==> config.mk <==
export PLATFORM = sky130hd
export DESIGN_NAME = bmp24_to_framebuffer_blit
export DESIGN_NICKNAME = d
export VERILOG_FILES = /design/src/hdl/bmpblit_pkg.sv /design/src/hdl/bmp24_to_framebuffer_blit.sv
export SDC_FILE = /design/constraint.sdc
export NUM_CORES = 1
export LEC_CHECK = 0
export ABC_CLOCK_PERIOD_IN_PS = 27000
export BUFFER_PORTS_ARGS = -buffer_cell sky130_fd_sc_hd__buf_2
export CAP_MARGIN = 5
export CORE_MARGIN = 3
export CORE_UTILIZATION = 40
export CTS_CLUSTER_SIZE = 8
export DETAILED_ROUTE_END_ITERATION = 12
export SYNTH_ARGS = -nofsm -noshare
export SYNTH_HDL_FRONTEND = slang
export SYNTH_SLANG_ARGS = --single-unit
==> constraint.sdc <==
create_clock -name clk -period 27 [get_ports clk]
set_input_delay 2.7 -clock clk [delete_from_list [all_inputs] [get_ports clk]]
set_output_delay 2.7 -clock clk [all_outputs]
set_load 0.005 [all_outputs]
==> src/hdl/bmpblit_pkg.sv <==
// Shared widths and register indexes for the bitmap-to-framebuffer blitter.
package bmpblit_pkg;

    localparam int BYTE_W     = 8;
    localparam int DIM_REG_W  = 12;
    localparam int XSTART_W   = 10;
    localparam int YSTART_W   = 9;
    localparam int ADDR_W     = 19;
    localparam int COLOR_W    = 24;
    localparam int CFG_IDX_W  = 2;
    localparam int CFG_DATA_W = 12;

    localparam logic [CFG_IDX_W-1:0] CFG_IMAGE_WIDTH  = 2'd0;
    localparam logic [CFG_IDX_W-1:0] CFG_IMAGE_HEIGHT = 2'd1;
    localparam logic [CFG_IDX_W-1:0] CFG_X_START      = 2'd2;
    localparam logic [CFG_IDX_W-1:0] CFG_Y_START      = 2'd3;

    localparam logic [1:0] PHASE_BLUE  = 2'd0;
    localparam logic [1:0] PHASE_GREEN = 2'd1;
    localparam logic [1:0] PHASE_RED   = 2'd2;

endpackage

==> src/hdl/bmp24_to_framebuffer_blit.sv <==
// Streams 24-bit bottom-up bitmap bytes into framebuffer address and color items.
// An accepted red byte's result item is registered in the output register, if the pixel lies on screen.
// Throughput: one byte per cycle while pixel_stall is low (it rises when a held result meets
// result_stall); the output register drains while the next byte is taken.
// Reset: counters, flags and result valid clear; width and height reset to 1,
// start offsets to 0. No clearing pass is needed.
module bmp24_to_framebuffer_blit #(
    parameter int FB_WIDTH      = 800,
    parameter int FB_HEIGHT     = 480,
    parameter int MAX_IMAGE_DIM = 2048
) (
    input  logic                                 clk,
    input  logic                                 rst_n,
    // configuration
    input  logic                                 cfg_valid,
    output logic                                 cfg_ready,
    input  logic [bmpblit_pkg::CFG_IDX_W-1:0]    cfg_index,
    input  logic [bmpblit_pkg::CFG_DATA_W-1:0]   cfg_data,
    // byte stream
    input  logic                                 pixel_valid,
    output logic                                 pixel_stall,
    input  logic [bmpblit_pkg::BYTE_W-1:0]       pixel_byte,
    input  logic                                 image_start,
    // result stream
    output logic                                 result_valid,
    input  logic                                 result_stall,
    output logic [bmpblit_pkg::ADDR_W-1:0]       fb_address,
    output logic [bmpblit_pkg::COLOR_W-1:0]      pixel_color
);

    localparam int DIM_W = $clog2(MAX_IMAGE_DIM + 1);
    localparam int CNT_W = (MAX_IMAGE_DIM > 1) ? $clog2(MAX_IMAGE_DIM) : 1;
    localparam int ROW_W = ((DIM_W > bmpblit_pkg::YSTART_W) ? DIM_W
                            : bmpblit_pkg::YSTART_W) + 1;
    localparam int COL_W = ((DIM_W > bmpblit_pkg::XSTART_W) ? DIM_W
                            : bmpblit_pkg::XSTART_W) + 1;
    localparam int CMP_W = bmpblit_pkg::DIM_REG_W + 1;

    // configuration registers
    logic [bmpblit_pkg::DIM_REG_W-1:0] image_width_reg;
    logic [bmpblit_pkg::DIM_REG_W-1:0] image_height_reg;
    logic [bmpblit_pkg::XSTART_W-1:0]  x_start_reg;
    logic [bmpblit_pkg::YSTART_W-1:0]  y_start_reg;

    // stream state
    logic [1:0]                     byte_phase_reg, byte_phase_next;
    logic [CNT_W-1:0]               column_count_reg, column_count_next;
    logic [CNT_W-1:0]               row_count_reg, row_count_next;
    logic [1:0]                     pad_count_reg, pad_count_next;
    logic [bmpblit_pkg::BYTE_W-1:0] blue_hold_reg, blue_hold_next;
    logic [bmpblit_pkg::BYTE_W-1:0] green_hold_reg, green_hold_next;
    logic                           image_done_reg, image_done_next;

    // result register
    logic                              result_valid_reg, result_valid_next;
    logic [bmpblit_pkg::ADDR_W-1:0]    fb_address_reg, fb_address_next;
    logic [bmpblit_pkg::COLOR_W-1:0]   pixel_color_reg, pixel_color_next;

    logic             accept;
    logic [DIM_W-1:0] w_dim, h_dim;
    logic [DIM_W-1:0] col, row;
    logic [ROW_W-1:0] disp_row;
    logic [COL_W-1:0] disp_col;
    logic             on_screen;
    logic [31:0]      addr_full;

    // phase/counter values after an optional start clear
    logic [1:0]                     phase_c;
    logic [CNT_W-1:0]               column_c, row_c;
    logic [1:0]                     pad_c;
    logic [bmpblit_pkg::BYTE_W-1:0] blue_c, green_c;
    logic                           done_c;

    assign cfg_ready    = 1'b1;
    assign pixel_stall  = result_valid_reg && result_stall;
    assign accept       = pixel_valid && !pixel_stall;
    assign result_valid = result_valid_reg;
    assign fb_address   = fb_address_reg;
    assign pixel_color  = pixel_color_reg;

    // clamp the dimensions into 1..MAX_IMAGE_DIM
    always_comb
    begin
        if (image_width_reg == '0)
            w_dim = DIM_W'(1);
        else if (CMP_W'(image_width_reg) > CMP_W'(MAX_IMAGE_DIM))
            w_dim = DIM_W'(MAX_IMAGE_DIM);
        else
            w_dim = DIM_W'(image_width_reg);

        if (image_height_reg == '0)
            h_dim = DIM_W'(1);
        else if (CMP_W'(image_height_reg) > CMP_W'(MAX_IMAGE_DIM))
            h_dim = DIM_W'(MAX_IMAGE_DIM);
        else
            h_dim = DIM_W'(image_height_reg);
    end

    always_comb
    begin
        if (image_start)
        begin
            phase_c  = bmpblit_pkg::PHASE_BLUE;
            column_c = '0;
            row_c    = '0;
            pad_c    = '0;
            blue_c   = '0;
            green_c  = '0;
            done_c   = 1'b0;
        end
        else
        begin
            phase_c  = byte_phase_reg;
            column_c = column_count_reg;
            row_c    = row_count_reg;
            pad_c    = pad_count_reg;
            blue_c   = blue_hold_reg;
            green_c  = green_hold_reg;
            done_c   = image_done_reg;
        end

        // hold position inside the image even if the size shrank mid-image
        col = (DIM_W'(column_c) >= w_dim) ? (w_dim - DIM_W'(1)) : DIM_W'(column_c);
        row = (DIM_W'(row_c) >= h_dim) ? (h_dim - DIM_W'(1)) : DIM_W'(row_c);

        // flip the row: file rows run bottom-up
        disp_row  = ROW_W'(h_dim - DIM_W'(1) - row) + ROW_W'(y_start_reg);
        disp_col  = COL_W'(col) + COL_W'(x_start_reg);
        on_screen = (32'(disp_row) < 32'(FB_HEIGHT)) && (32'(disp_col) < 32'(FB_WIDTH));
        addr_full = 32'(disp_row) * 32'(FB_WIDTH) + 32'(disp_col);
    end

    always_comb
    begin
        byte_phase_next   = byte_phase_reg;
        column_count_next = column_count_reg;
        row_count_next    = row_count_reg;
        pad_count_next    = pad_count_reg;
        blue_hold_next    = blue_hold_reg;
        green_hold_next   = green_hold_reg;
        image_done_next   = image_done_reg;
        fb_address_next   = fb_address_reg;
        pixel_color_next  = pixel_color_reg;
        result_valid_next = result_valid_reg && result_stall;

        if (accept)
        begin
            byte_phase_next   = phase_c;
            column_count_next = column_c;
            row_count_next    = row_c;
            pad_count_next    = pad_c;
            blue_hold_next    = blue_c;
            green_hold_next   = green_c;
            image_done_next   = done_c;

            if (done_c)
            begin
                // drop bytes after the image until the next start
            end
            else if (pad_c != 2'd0)
            begin
                pad_count_next = pad_c - 2'd1;
            end
            else if (phase_c == bmpblit_pkg::PHASE_BLUE)
            begin
                blue_hold_next  = pixel_byte;
                byte_phase_next = bmpblit_pkg::PHASE_GREEN;
            end
            else if (phase_c == bmpblit_pkg::PHASE_GREEN)
            begin
                green_hold_next = pixel_byte;
                byte_phase_next = bmpblit_pkg::PHASE_RED;
            end
            else
            begin
                byte_phase_next = bmpblit_pkg::PHASE_BLUE;
                if (on_screen)
                begin
                    result_valid_next = 1'b1;
                    fb_address_next   = addr_full[bmpblit_pkg::ADDR_W-1:0];
                    pixel_color_next  = {pixel_byte, green_c, blue_c};
                end

                // end of row: skip padding, advance row or finish the image
                if ((col + DIM_W'(1)) >= w_dim)
                begin
                    column_count_next = '0;
                    pad_count_next    = w_dim[1:0];
                    if ((row + DIM_W'(1)) >= h_dim)
                    begin
                        image_done_next = 1'b1;
                        row_count_next  = '0;
                    end
                    else
                    begin
                        row_count_next = CNT_W'(row + DIM_W'(1));
                    end
                end
                else
                begin
                    column_count_next = CNT_W'(col + DIM_W'(1));
                end
            end
        end
    end

    always_ff @(posedge clk or negedge rst_n)
    begin
        if (!rst_n)
        begin
            image_width_reg  <= bmpblit_pkg::DIM_REG_W'(1);
            image_height_reg <= bmpblit_pkg::DIM_REG_W'(1);
            x_start_reg      <= '0;
            y_start_reg      <= '0;
        end
        else if (cfg_valid && cfg_ready)
        begin
            unique case (cfg_index)
                bmpblit_pkg::CFG_IMAGE_WIDTH:  image_width_reg  <= cfg_data;
                bmpblit_pkg::CFG_IMAGE_HEIGHT: image_height_reg <= cfg_data;
                bmpblit_pkg::CFG_X_START:
                    x_start_reg <= cfg_data[bmpblit_pkg::XSTART_W-1:0];
                bmpblit_pkg::CFG_Y_START:
                    y_start_reg <= cfg_data[bmpblit_pkg::YSTART_W-1:0];
                default: ;
            endcase
        end
    end

    always_ff @(posedge clk or negedge rst_n)
    begin
        if (!rst_n)
        begin
            byte_phase_reg   <= bmpblit_pkg::PHASE_BLUE;
            column_count_reg <= '0;
            row_count_reg    <= '0;
            pad_count_reg    <= '0;
            blue_hold_reg    <= '0;
            green_hold_reg   <= '0;
            image_done_reg   <= 1'b0;
            result_valid_reg <= 1'b0;
        end
        else
        begin
            byte_phase_reg   <= byte_phase_next;
            column_count_reg <= column_count_next;
            row_count_reg    <= row_count_next;
            pad_count_reg    <= pad_count_next;
            blue_hold_reg    <= blue_hold_next;
            green_hold_reg   <= green_hold_next;
            image_done_reg   <= image_done_next;
            result_valid_reg <= result_valid_next;
        end
    end

    always_ff @(posedge clk)
    begin
        fb_address_reg  <= fb_address_next;
        pixel_color_reg <= pixel_color_next;
    end

endmodule
# --- Yosys cells after proc, flatten, opt, wreduce, memory -nomap -nowiden ---
# Index checks and enable logic that the tools add are counted.
totals:
  regBits: 130
  latch_bits: 0
  ramBits: 0
  romBits: 0
  in_bits: 28
  wordCells: 107
  mem_count: 0
classes:
  add_sub_neg: 10
  multipliers: 1
  n_div: 0
  magnitude_cmp: 8
  n_eq_ne: 4
  shift: 0
  muxes: 52
  bitwise: 4
  n_reduce_logical: 14
ops:
  columns: ["op", "count"]
  rows:
  - ["$mux 11", 13]
  - ["$mux 12", 6]
  - ["$mux 8", 9]
  - ["$add 12x1->12 const B", 2]
  - ["$ge 11x12->1", 2]
  - ["$ge 12x12->1", 2]
  - ["$gt 12x12->1 const B", 2]
  - ["$logic_not 12->1", 2]
  - ["$sub 12x1->12 const B", 2]
  - ["$mux 2", 11]
  - ["$add 19x13->19", 1]
  - ["$mul 13x5->14 const B", 1]
  - ["$add 12x10->13", 1]
  - ["$add 13x9->13", 1]
  - ["$lt 13x10->1 const B", 1]
  - ["$lt 13x9->1 const B", 1]
  - ["$mux 1", 13]
  - ["$sub 12x1->13 const B", 1]
  - ["$sub 13x12->13", 1]
  - ["$reduce_and 2->1", 4]
  - ["$reduce_and 6->1", 1]
  - ["$eq 2x1->1 const B", 2]
  - ["$eq 2x2->1 const B", 2]
  - ["$logic_not 2->1", 2]
  - ["other kinds (5)", 10]

# --- Longest topological paths before layout ---
logic_depth:
  word_depth: 15
  depth_mapped: 34
  mapped_depth_nobuf: 32

# --- Least setup slack after synthesis ---
# Ideal clock, no wire load.
synth_path:
  path_kind: "input to register"
  startpoint: "input image_start"
  endpoint: "register fb_address_reg, in the netlist fb_address[0], enable pin"
  t_arrival_ns: 11.160
  required_ns: 26.503
  setup_slack_ns: 15.344
  stages: 24
  cell_sequence: "clkbuf_1 clkbuf_1 clkbuf_1 nand2b_1 ha_1 nor2b_1 o21ai_0 a41oi_1 o21a_1 clkbuf_1 nor2_1 a21oi_1 fa_1 ha_1 o21ai_0 o21bai_1 or4_1 a221oi_1 xor2_1 ha_1 and3_1 nor4b_1 nand4_1 nor3_1"
synth_between:
  elab_chain_len: 8
synth_rtl:
  columns: ["element", "line_no", "rtl"]
  rows:
  - ["start, declared", "bmp24_to_framebuffer_blit.sv:23", "input logic image_start,"]
  - ["$mux 11", "bmp24_to_framebuffer_blit.sv:101", "if (image_start)"]
  - ["$ge 11x12->1", "bmp24_to_framebuffer_blit.sv:124", "row = (DIM_W'(row_c) >= h_dim) ? (h_dim - DIM_W'(1)) : DIM_W'(row_c);"]
  - ["$mux 12", "bmp24_to_framebuffer_blit.sv:124", null]
  - ["$sub 13x12->13", "bmp24_to_framebuffer_blit.sv:127", "disp_row = ROW_W'(h_dim - DIM_W'(1) - row) + ROW_W'(y_start_reg);"]
  - ["$add 13x9->13", "bmp24_to_framebuffer_blit.sv:127", null]
  - ["$lt 13x9->1", "bmp24_to_framebuffer_blit.sv:129", "on_screen = (32'(disp_row) < 32'(FB_HEIGHT)) && (32'(disp_col) < 32'(FB_WIDTH));"]
  - ["$logic_and 1x1->1", "bmp24_to_framebuffer_blit.sv:129", null]
  - ["$reduce_and 6->1 (no line) (*)", null, null]
  - ["end signal, assigned", "bmp24_to_framebuffer_blit.sv:258", "fb_address_reg <= fb_address_next;"]
  - ["end, declared", "bmp24_to_framebuffer_blit.sv:56", "logic [bmpblit_pkg::ADDR_W-1:0] fb_address_reg, fb_address_next;"]
# Mark *: on every way between the ends. The rest lies on a longest branch, timed or not.
# A chain may end at the register's enable or synchronous reset.

# --- Worst setup path after layout ---
layout_path:
  startpoint: "input image_start"
  endpoint: "register fb_address_reg, in the netlist fb_address[18] (data pin)"
layout_between:
  elab_chain_len: 7
layout_rtl:
  columns: ["element", "line_no", "rtl"]
  rows:
  - ["$mux 11", "bmp24_to_framebuffer_blit.sv:101", null]
  - ["$ge 11x12->1", "bmp24_to_framebuffer_blit.sv:124", null]
  - ["$mux 12", "bmp24_to_framebuffer_blit.sv:124", null]
  - ["$sub 13x12->13", "bmp24_to_framebuffer_blit.sv:127", null]
  - ["$add 13x9->13", "bmp24_to_framebuffer_blit.sv:127", null]
  - ["$mul 13x5->14", "bmp24_to_framebuffer_blit.sv:130", "addr_full = 32'(disp_row) * 32'(FB_WIDTH) + 32'(disp_col);"]
  - ["$add 19x13->19 (*)", "bmp24_to_framebuffer_blit.sv:130", null]
  - ["via addr_full[18]", "bmp24_to_framebuffer_blit.sv:65", "logic [31:0] addr_full;"]
# Mark *: on every way through the listed nets, which the timed path passes. The rest lies on a longest branch.

==> insert_results.sql <==
INSERT INTO impl_metrics (metric_group, metric, value, unit) VALUES
('critical_path', 'cp_max_fo', '54', ''),
('routing', 'drt_iter0_markers', '519', ''),
('critical_path', 'worst-endpoint-arrival', '10300', 'ps'),
('finish', 'drive_above_1_share', '18.7', '%'),
('critical_path', 'critPathMostFrequentCell', 'sky130_fd_sc_hd__ha_1', ''),
('floorplanning', 'design.core.area', '23900', 'µm²'),
('critical_path', 'critPathKind', 'input pin to flop', ''),
('floorplanning', 'floorplan.rows', '56', ''),
('global_route', 'total_congestion_overflow', '0', ''),
('sta', 'final-setup-viol-count', '0', ''),
('routing', 'average_wire_length_per_cell_after_detail_routing', '16.6', 'µm'),
('synthesis', 'synthCells', '965', ''),
('clock_tree', 'clock_path_buffers', '2', ''),
('sta', 'hold_violations', '0', ''),
('sta', 'timing.final.crit_share', '37.6', '%'),
('global_route', 'pin_count_of_the_biggest_net_entering_global_routing', '77', ''),
('synthesis', 'post_synth.cell_area_avg', '10.3', 'µm²'),
('finish', 'design.final.nets', '1197', ''),
('routing', 'antenna_left', '0', ''),
('global_route', 'track_usage', '17.6', '%'),
('clock_tree', 'tritoncts.num_buffers', '17', ''),
('clock_tree', 'cts_tree', 'built', ''),
('synthesis', 'yosys_warnings', '0', ''),
('sta', 'clock_skew', '13.3', 'ps'),
('clock_tree', 'clock-root-buffer', 'sky130_fd_sc_hd__clkbuf_16', ''),
('finish', 'mostFrequentLayoutCell', 'sky130_fd_sc_hd__ha_1', ''),
('critical_path', 'timing.critical_path.from_type', 'input pin', ''),
('routing', 'routed_wirelength', '22.7', 'mm'),
('sta', 'min_period', '10140', 'ps'),
('critical_path', 'critical_path_required', '27160', 'ps'),
('floorplanning', 'starting_utilization_of_the_core_area', '41.5', '%'),
('flow_run', 'drv_cap', '0', ''),
('clock_tree', 'postCtsHoldBufs', '0', ''),
('synthesis', 'synth_async_sr_flop_share', '66.9', '%'),
('hold_path', 'hp-class', 'flop to flop', ''),
('synthesis', 'synth_top_flop_cell', 'sky130_fd_sc_hd__dfrtp_1', ''),
('sta', 'tightest_slew_margin_relative_to_the_limit', '30.3', '%'),
('clock_tree', 'clock_insertion_delay_worst_skew', '420', 'ps'),
('outcome', 'run_status', 'completed', ''),
('sta', 'timing_worst_slew_pin_value', '1040', 'ps'),
('synthesis', 'synth_edf_count', '43', ''),
('clock_tree', 'clk_transition_reported_paths', '60', 'ps'),
('sta', 'rsz0062_at_grt', 'no', ''),
('finish', 'layout_common_cells', 'sky130_fd_sc_hd__ha_1, sky130_fd_sc_hd__dfrtp_1, sky130_fd_sc_hd__inv_1', ''),
('floorplanning', 'dieHeight', '163', 'µm'),
('clock_tree', 'post_cts_resize_count', '0', ''),
('floorplanning', 'die_w', '163', 'µm'),
('critical_path', 'end_kind', 'flop', ''),
('sta', 'post_route_setup_tns', '0', 'ps'),
('global_route', 'wire_length_of_the_first_global_routing_pass', '37.2', 'mm'),
('critical_path', 'worst_path_max_delay_cell', 'sky130_fd_sc_hd__o21a_1', ''),
('routing', 'vias', '7278', ''),
('place', 'place.detailed.hpwl', '17.7', 'mm'),
('finish', 'largest_register_ffs', '24', ''),
('routing', 'vias_cell', '5.32', ''),
('place', 'place.gp.congestion', '0.871', ''),
('global_route', 'grt_antenna_before_repair', '1', ''),
('global_route', 'via_count_of_the_first_global_routing_pass', '6958', ''),
('floorplanning', 'design.die.area', '26700', 'µm²'),
('synthesis', 'yosys_register_bits', '130', ''),
('sta', 'max_freq', '98.6', 'MHz'),
('synthesis', 'synth_cell_type_count', '74', ''),
('synthesis', 'post_synth_instance_area', '9920', 'µm²'),
('finish', 'area.growth.synth_to_final', '12.9', '%'),
('clock_tree', 'tritoncts_num_sinks', '130', ''),
('finish', 'diodes', '0', ''),
('critical_path', 'max_stage_delay', '810', 'ps'),
('clock_tree', 'postCtsSetupRepairBufs', '0', ''),
('floorplanning', 'count_of_pins_on_the_block_boundary', '74', ''),
('synthesis', 'yosysSeqAreaShare', '35.0', '%'),
('place', 'io_buffer_count', '72', ''),
('routing', 'dr.pass1.iters', '4', ''),
('sta', 'maxSlewViolCount', '0', ''),
('clock_tree', 'cts_max_level', '4', ''),
('routing', 'drt_drc_violations_left', '0', '');
cells in the mapped netlist (all sizes together) (9+ instances only):
| master | instances | area share, % |
|---|---|---|
| nand2 | 63 | 2.4 |
| and3 | 10 | 0.63 |
| edfxtp | 43 | 13 |
| xor2 | 26 | 2.3 |
| o211ai | 13 | 0.98 |
| o21ai | 42 | 2.1 |
| or3 | 9 | 0.68 |
| nand2b | 21 | 1.3 |
| mux2 | 61 | 7.0 |
| nor2b | 46 | 2.9 |
| ha | 114 | 14 |
| a21oi | 40 | 2.0 |
| nand3 | 14 | 0.71 |
| nor3 | 21 | 1.1 |
| mux2i | 13 | 1.3 |
| buf | 10 | 0.69 |
| nor2 | 28 | 1.1 |
| inv | 72 | 2.7 |
| dfrtp | 85 | 21 |
| clkbuf | 18 | 0.68 |
| fa | 19 | 3.8 |
| a22o | 29 | 2.6 |
| xnor2 | 40 | 3.5 |
| a21o | 19 | 1.4 |
final timing paths:
| check | start | end | slack, ps | cells after the start |
|---|---|---|---|---|
| setup reg to reg | image_height_reg[7]$_DFFE_PN0P_ | fb_address[18]$_DFFE_PP_ | 17920 | 31 |
| min in group asynchronous | rst_n | row_count_reg[8]$_DFFE_PN0P_ | 2110 | 1 |
| hold reg to reg | column_count_reg[0]$_DFFE_PN0P_ | column_count_reg[0]$_DFFE_PN0P_ | 490 | 2 |
| max in group asynchronous | rst_n | blue_hold_reg[5]$_DFFE_PN0P_ | 23660 | 2 |
| hold / removal | column_count_reg[0]$_DFFE_PN0P_ | column_count_reg[0]$_DFFE_PN0P_ | 490 | 2 |
| setup / recovery | image_start | fb_address[18]$_DFFE_PP_ | 16860 | 30 |
worst max-delay path, delay by kind of cell:
family / cells / cell delay [ps]
adders and majority gates: 7 / 2600
AOI/OAI and AO/OA: 9 / 2490
and+or+nand+nor: 5 / 990
buffers and inverters: 6 / 860
xor gates and xnor gates: 3 / 630
metrics by stage:
step	instances	worst slack [ps]	hold slack (ps)	cell area [µm²]	util (%)
after global placement	1336	16610	470	10600	44.4
after CTS	1368	16860	491	11200	46.9
after detailed placement	1336	16430	475	10600	44.4
after global routing	1368	16200	501	11200	46.9
after floorplan	966	15340	451	9920	-
final	1368	16860	491	11200	46.9
metal layers:
layer  vias up  global-route usage, %  routed length (µm)
met2       166                   25.8                9610
met5         -                      0                  13
met4         2                   3.58                 163
met3        12                   2.97                1130
li1       3661                      -                   -
met1      3437                   27.3               11800
area by class of cell:
class	count	area, µm²
fill	2274	12700
multi-input combinational	736	6060
sequential	130	3470
clock buffer	17	425
timing repair buffer	79	415
tap	319	399
inverter	72	270
clock inverter	15	159
kinds of logic after synthesis:
| group | synth area share [%] |
|---|---|
| multiplexers | 8.27 |
| AND/OR/NAND/NOR | 14.4 |
| buffers and inverters | 4.10 |
| XOR/XNOR | 5.83 |
| AO/OA/AOI/OAI | 14.1 |
| other | 0.0757 |
| flip-flops | 35.0 |
| adder cells (fa/ha/maj) | 18.2 |
Power is left out: the tool's default activity adds up to more than one toggle a clock period on the data nets, which glitch-free logic cannot reach.
